## config.mk

```make
export PLATFORM = sky130hd
export DESIGN_NAME = point_in_polygon_test_top
export DESIGN_NICKNAME = d
export VERILOG_FILES = /design/src/design/pip_pkg.sv /design/src/design/pip_ram.sv /design/src/design/pip_edge_unit.sv /design/src/design/point_in_polygon_test_top.sv
export SDC_FILE = /design/constraint.sdc
export NUM_CORES = 2
export LEC_CHECK = 0
export BUFFER_PORTS_ARGS = -buffer_cell sky130_fd_sc_hd__clkbuf_2
export CAP_MARGIN = 10
export CORE_MARGIN = 4
export CORE_UTILIZATION = 64
export DETAILED_ROUTE_END_ITERATION = 6
export PLACE_DENSITY_LB_ADDON = 0.15
export SETUP_SLACK_MARGIN = 0.05
export SYNTH_ARGS = -nofsm -noshare
export SYNTH_HDL_FRONTEND = slang
export SYNTH_SLANG_ARGS = --single-unit
```

## constraint.sdc

```tcl
create_clock -name clk -period 9.4 [get_ports clk]
set_input_delay 1.41 -clock clk [delete_from_list [all_inputs] [get_ports clk]]
set_output_delay 1.41 -clock clk [all_outputs]
set_load 0.02 [all_outputs]
```

## src/design/pip_pkg.sv

```systemverilog
// ----------------------------------------------------------------------------
// pip_pkg
// shared constants, types and command codes for the point-in-polygon block
// ----------------------------------------------------------------------------
package pip_pkg;

  localparam int MAX_VERTICES = 64;
  localparam int COORD_BITS   = 10;
  localparam int ADDR_BITS    = $clog2(MAX_VERTICES);
  localparam int CNT_BITS     = $clog2(MAX_VERTICES + 1);
  localparam int OUT_CNT_BITS = 7;
  localparam int VTX_BITS     = 2 * COORD_BITS;

  localparam logic [1:0] OP_CLEAR  = 2'd0;
  localparam logic [1:0] OP_APPEND = 2'd1;
  localparam logic [1:0] OP_QUERY  = 2'd2;

  typedef logic [COORD_BITS-1:0]   coord_t;
  typedef logic [ADDR_BITS-1:0]    addr_t;
  typedef logic [CNT_BITS-1:0]     cnt_t;
  typedef logic [OUT_CNT_BITS-1:0] xcount_t;

  typedef struct packed {
    coord_t x;
    coord_t y;
  } vertex_t;

  typedef struct packed {
    logic [1:0] opcode;
    coord_t     coord_x;
    coord_t     coord_y;
  } in_t;

  typedef struct packed {
    logic    inside_res;
    xcount_t crossing_count;
    logic    status;
  } out_t;

endpackage

```

## src/design/pip_ram.sv

```systemverilog
// ----------------------------------------------------------------------------
// pip_ram
// generic single write port, single read port ram with registered read
// ----------------------------------------------------------------------------
module pip_ram #(
  parameter int WIDTH = 8,
  parameter int DEPTH = 16
) (
  input  logic                     clk,
  input  logic                     we,
  input  logic [$clog2(DEPTH)-1:0] waddr,
  input  logic [WIDTH-1:0]         wdata,
  input  logic [$clog2(DEPTH)-1:0] raddr,
  output logic [WIDTH-1:0]         rdata
);

  logic [WIDTH-1:0] mem [DEPTH];

  always_ff @(posedge clk) begin
    if (we) begin
      mem[waddr] <= wdata;
    end
    rdata <= mem[raddr];
  end

endmodule

```

## src/design/pip_edge_unit.sv

```systemverilog
// ----------------------------------------------------------------------------
// pip_edge_unit
// shared edge test: cross-multiplied crossing check, products registered
// ----------------------------------------------------------------------------
module pip_edge_unit (
  input  logic             clk,
  input  logic             rst,
  input  logic             req_valid,
  input  pip_pkg::vertex_t point,
  input  pip_pkg::vertex_t va,
  input  pip_pkg::vertex_t vb,
  output logic             hit_valid,
  output logic             hit
);

  localparam int DW = pip_pkg::COORD_BITS + 1;
  localparam int PW = 2 * DW;

  logic signed [DW-1:0] dy;
  logic signed [DW-1:0] dx;
  logic signed [DW-1:0] dpy;
  logic signed [DW-1:0] dpx;
  logic signed [PW-1:0] lhs_next;
  logic signed [PW-1:0] rhs_next;
  logic                 in_span;
  logic signed [PW-1:0] lhs;
  logic signed [PW-1:0] rhs;
  logic                 dy_pos;
  logic                 span_ok;

  always_comb begin
    dy  = $signed({1'b0, vb.y}) - $signed({1'b0, va.y});
    dx  = $signed({1'b0, vb.x}) - $signed({1'b0, va.x});
    dpy = $signed({1'b0, point.y}) - $signed({1'b0, va.y});
    dpx = $signed({1'b0, point.x}) - $signed({1'b0, va.x});
    lhs_next = dpy * dx;
    rhs_next = dpx * dy;
    // lower end inclusive, upper end exclusive; horizontal edges never pass
    if (va.y < vb.y) begin
      in_span = (point.y >= va.y) && (point.y < vb.y);
    end else if (vb.y < va.y) begin
      in_span = (point.y >= vb.y) && (point.y < va.y);
    end else begin
      in_span = 1'b0;
    end
  end

  always_ff @(posedge clk) begin
    if (rst) begin
      hit_valid <= 1'b0;
    end else begin
      hit_valid <= req_valid;
    end
    lhs     <= lhs_next;
    rhs     <= rhs_next;
    dy_pos  <= !dy[DW-1];
    span_ok <= in_span;
  end

  assign hit = span_ok && (dy_pos ? (lhs > rhs) : (lhs < rhs));

endmodule

```

## src/design/point_in_polygon_test_top.sv

```systemverilog
// ----------------------------------------------------------------------------
// point_in_polygon_test_top
// polygon vertex store with ray-crossing parity point queries
// ----------------------------------------------------------------------------
// clear, append, unused opcode and query on an empty polygon: the sequencer goes
//   straight from idle to done, then the result is registered into the output register
// query on n >= 1 stored vertices: the sequencer passes through read, drain and done,
//   one edge per cycle through the single edge unit fed by the one ram read port
// one command in flight at a time; next command accepted when the sequencer is
//   idle, even while the previous result still waits in the output register
// synchronous active-high reset empties the polygon; ram contents are not cleared
module point_in_polygon_test_top (
  input  logic           clk,
  input  logic           rst,
  input  logic           in_valid,
  output logic           in_ready,
  input  pip_pkg::in_t   in_data,
  output logic           out_valid,
  input  logic           out_ready,
  output pip_pkg::out_t  out_data
);

  // sequencer states
  localparam logic [1:0] S_IDLE  = 2'd0;
  localparam logic [1:0] S_READ  = 2'd1;
  localparam logic [1:0] S_DRAIN = 2'd2;
  localparam logic [1:0] S_DONE  = 2'd3;

  logic [1:0]        state;
  logic [1:0]        state_next;
  pip_pkg::cnt_t     vcount;         // stored vertex count
  pip_pkg::cnt_t     rd_cnt;         // read issue counter, issues reads 0..n
  pip_pkg::cnt_t     xcnt;           // crossing accumulator
  pip_pkg::vertex_t  qpt;            // query point
  pip_pkg::vertex_t  prev_v;         // previous vertex off the ram
  pip_pkg::out_t     res;            // result waiting for the output register
  logic              rv;             // ram read data valid this cycle
  logic              rfirst;         // read data is the first vertex of the walk

  logic              accept;
  logic              full;
  logic              ram_we;
  pip_pkg::addr_t    raddr;
  logic [pip_pkg::VTX_BITS-1:0] rdata;
  pip_pkg::vertex_t  rvtx;
  logic              edge_req;
  logic              hit_valid;
  logic              hit;
  logic              out_free;

  assign in_ready = (state == S_IDLE);
  assign accept   = in_valid && in_ready;
  assign full     = (vcount == pip_pkg::cnt_t'(pip_pkg::MAX_VERTICES));
  assign ram_we   = accept && (in_data.opcode == pip_pkg::OP_APPEND) && !full;
  assign out_free = !out_valid || out_ready;

  // last read wraps back to vertex 0 to form the closing edge
  assign raddr = (rd_cnt == vcount) ? '0 : rd_cnt[pip_pkg::ADDR_BITS-1:0];

  pip_ram #(
    .WIDTH (pip_pkg::VTX_BITS),
    .DEPTH (pip_pkg::MAX_VERTICES)
  ) u_vram (
    .clk   (clk),
    .we    (ram_we),
    .waddr (vcount[pip_pkg::ADDR_BITS-1:0]),
    .wdata ({in_data.coord_x, in_data.coord_y}),
    .raddr (raddr),
    .rdata (rdata)
  );

  assign rvtx     = pip_pkg::vertex_t'(rdata);
  // an edge is ready once two consecutive vertices have come out of the ram
  assign edge_req = rv && !rfirst;

  pip_edge_unit u_edge (
    .clk       (clk),
    .rst       (rst),
    .req_valid (edge_req),
    .point     (qpt),
    .va        (prev_v),
    .vb        (rvtx),
    .hit_valid (hit_valid),
    .hit       (hit)
  );

  // next-state logic
  always_comb begin
    state_next = state;
    case (state)
      S_IDLE: begin
        if (accept) begin
          if (in_data.opcode == pip_pkg::OP_QUERY && vcount != '0) begin
            state_next = S_READ;
          end else begin
            state_next = S_DONE;
          end
        end
      end
      S_READ: begin
        if (rd_cnt == vcount) begin
          state_next = S_DRAIN;
        end
      end
      S_DRAIN: begin
        // pipeline empty once no read data and no edge result in flight
        if (!rv && !hit_valid) begin
          state_next = S_DONE;
        end
      end
      S_DONE: begin
        if (out_free) begin
          state_next = S_IDLE;
        end
      end
      default: begin
        state_next = S_IDLE;
      end
    endcase
  end

  // control registers
  always_ff @(posedge clk) begin
    if (rst) begin
      state     <= S_IDLE;
      vcount    <= '0;
      rv        <= 1'b0;
      rfirst    <= 1'b0;
      out_valid <= 1'b0;
    end else begin
      state  <= state_next;
      rv     <= (state == S_READ);
      rfirst <= (state == S_READ) && (rd_cnt == '0);
      if (accept && in_data.opcode == pip_pkg::OP_CLEAR) begin
        vcount <= '0;
      end else if (ram_we) begin
        vcount <= vcount + pip_pkg::cnt_t'(1);
      end
      if (state == S_DONE && out_free) begin
        out_valid <= 1'b1;
      end else if (out_ready) begin
        out_valid <= 1'b0;
      end
    end
  end

  // datapath registers
  always_ff @(posedge clk) begin
    if (accept) begin
      qpt    <= pip_pkg::vertex_t'({in_data.coord_x, in_data.coord_y});
      rd_cnt <= '0;
      xcnt   <= '0;
      // only a dropped append reports a nonzero status
      res    <= pip_pkg::out_t'({1'b0, pip_pkg::xcount_t'(0),
                                 (in_data.opcode == pip_pkg::OP_APPEND) && full});
    end else begin
      if (state == S_READ) begin
        rd_cnt <= rd_cnt + pip_pkg::cnt_t'(1);
      end
      if (hit_valid && hit) begin
        xcnt <= xcnt + pip_pkg::cnt_t'(1);
      end
      if (state == S_DRAIN && !rv && !hit_valid) begin
        res <= pip_pkg::out_t'({xcnt[0], pip_pkg::xcount_t'(xcnt), 1'b0});
      end
    end
    if (rv) begin
      prev_v <= rvtx;
    end
    if (state == S_DONE && out_free) begin
      out_data <= res;
    end
  end

endmodule
```

==> flow_summary_export.csv <==
group,metric,value,unit
final_layout,syn_to_final_growth,9.79,%
clock_network,clock-sinks,1429,
clock_network,cts_setup_buffers,0,
clock_network,htree_levels,4,
critical_path,crit_path_top_delay_cell,"fa_1",
routing,vias,41100,
final_layout,n_fill_cell,6892,
timing,relSlewSlack,16.3,%
global_route,grt_pass1_vias,40100,
hold_path,hold_path_class,"reg -> reg",
place,port_buffers,36,
clock_network,clk_pin_slew_worst_paths,0.06,ns
yosys,syn_area,66600,um2
timing,fin_tns_setup,0,ns
yosys,ys_seq_elements,1429,
yosys,synth_edf_count,1329,
clock_network,cts_made_buffers,144,
floorplanning,start_util,64.4,%
routing,drc,0,
global_route,grt_remaining_overflow,0,
timing,finalCritPeriodShare,81.5,%
clock_network,cts_hold_buf,0,
yosys,async_flop_share,0,%
yosys,synth.distinct_cells,71,
timing,clock_skew,0.0273,ns
routing,drt_wl_total,170000,um
timing,hold_viol_final,0,
global_route,grt_max_degree,140,
floorplanning,dieWidth,330,um
floorplanning,die_height,330,um
yosys,synth_cells,4909,
run_status,outcome,"complete, no violations",
clock_network,ctsResizeCount,0,
critical_path,start_kind,"flop",
critical_path,cp.arrival,8.28,ns
critical_path,worst_setup_path_end_kind,"flop",
job,maxCapViolations,0,
final_layout,layout_common_cells,"edfxtp_1, nand2_1, inv_1",
routing,routedWlPerCell,26.3,um
critical_path,cp.required,10.01,ns
floorplanning,num_io_pins,37,
timing,drv_slew,0,
final_layout,final_common_cell,"edfxtp_1",
place,hpwl,102000,um
yosys,ys_seq_area_share,63.0,%
final_layout,drive_above_1_share,10.4,%
timing,fin_crit,7.66,ns
floorplanning,rows,118,
yosys,ys_warn_count,0,
critical_path,max_stage_delay,0.57,ns
routing,viasPerCell,6.37,
global_route,grtUsageTotal,31.3,%
global_route,grt_pass1_wl,253000,um
final_layout,num-nets-final,5386,
place,gp_congestion,0.870,
routing,firstDrtPassIters,6,
clock_network,cts_tree,"built",
critical_path,worst-path-max-fanout,7,
critical_path,critical_path_class,"reg -> reg",
routing,drt_iter0_markers,5281,
clock_network,clk_latency,0.75,ns
timing,worst_slew_pin_slew,1.24,ns
yosys,syn_nets,5348,
floorplanning,core,103000,um2
clock_network,root_buffer,"clkbuf_16",
floorplanning,die_area,109000,um2
timing,max_freq,130,MHz
clock_network,clockBufferDepth,3,
global_route,antenna_found_initial,10,
timing,setup_viol,0,
timing,rsz0062_at_grt,"no",
yosys,avgSynthCellArea,13.6,um2
routing,drtAntennaViolNets,0,
yosys,synth_ff_type,"edfxtp_1",
==> routing by layer <==
| layer | global-route usage (%) | wire length [um] |
|---|---|---|
| met1 | 44.8 | 66300 |
| met3 | 5.63 | 17100 |
| met5 | 0 | 25 |
| met4 | 11.9 | 6480 |
| met2 | 48.7 | 79700 |
==> cell usage after synthesis (42+ instances only) <==
library cell	number	share of area (%)
edfxtp_1	1329	60
nand2_1	501	2.8
inv_1	378	2.1
nor2_1	290	1.6
a21oi_1	264	2.0
fa_1	240	7.2
mux2i_1	213	3.2
o21ai_0	199	1.5
ha_1	173	3.3
clkbuf_1	154	0.87
a211oi_1	117	1.3
dfxtp_1	100	3.0
a31oi_1	83	0.78
and2_1	81	0.76
o221ai_1	78	1.0
xnor2_1	70	0.92
buf_2	66	0.50
nand3_1	60	0.45
mux4_2	42	1.4
==> layout make-up <==
class / instances / area (um2) / area share [%]
inverters: 378 / 1420 / 1.95
clock buffers: 185 / 3820 / 5.23
clock inverters: 76 / 743 / 1.02
well taps: 1380 / 1730 / 2.36
flip-flops and latches: 1429 / 41900 / 57.4
multi-input cells: 2840 / 22300 / 30.5
diodes: 4 / 10.0 / 0.0137
repair buffers: 154 / 1130 / 1.55
==> critical path: cells and delay by family (launching register included) <==
| family | cells | cell delay, ns |
|---|---|---|
| adders and majority gates | 7 | 3.17 |
| DFF | 1 | 0.37 |
| AOI/OAI and AO/OA | 10 | 2.51 |
| buffers and inverters | 5 | 0.33 |
| xor gates and xnor gates | 1 | 0.14 |
| and+or+nand+nor | 5 | 1.03 |
==> sequential cells by signal (all words and copies together) (netlist names), 7 cells and up <==
register,cells
res,8
prev_v,20
u_edge.rhs,22
u_vram.rdata,20
xcnt,7
qpt,20
rd_cnt,7
vcount,7
out_data,8
u_edge.lhs,22
u_vram.mem,1280
==> cell families after synthesis <==
group | synth area share [%]
flip-flops | 63.0
AND/OR/NAND/NOR | 7.52
AO/OA/AOI/OAI | 8.54
buffers and inverters | 3.85
adder cells (fa/ha/maj) | 10.5
multiplexers | 5.28
XOR/XNOR | 1.37
==> through the flow <==
stage               setup slack (ns)  std cells  utilization, %  hold WS (ns)  area, um2
CTS                             1.74       6440            70.7         0.405      73000
detailed placement              1.82       6179            66.3         0.391      68500
global placement                1.98       6179            66.3         0.376      68500
finish                          1.74       6446            70.7         0.406      73100
global route                    1.19       6442            70.7         0.414      73100
floorplan                       2.49       4909               -         0.372      66600
==> worst paths after layout <==
| check | startpoint | endpoint | slack, ns | cells after the start |
|---|---|---|---|---|
| worst max-delay path | prev_v[1]$_DFFE_PP_ | u_edge.lhs[21]$_DFF_P_ | 1.74 | 28 |
| worst min-delay path | rfirst$_SDFF_PP0_ | u_edge.hit_valid$_SDFF_PP0_ | 0.41 | 1 |
| worst max register to register | prev_v[1]$_DFFE_PP_ | u_edge.lhs[21]$_DFF_P_ | 1.74 | 28 |
| worst min register to register | rfirst$_SDFF_PP0_ | u_edge.hit_valid$_SDFF_PP0_ | 0.41 | 1 |
Power is not shown: default switching activity piles up to over one toggle a cycle in this logic, so the estimate is an artifact.
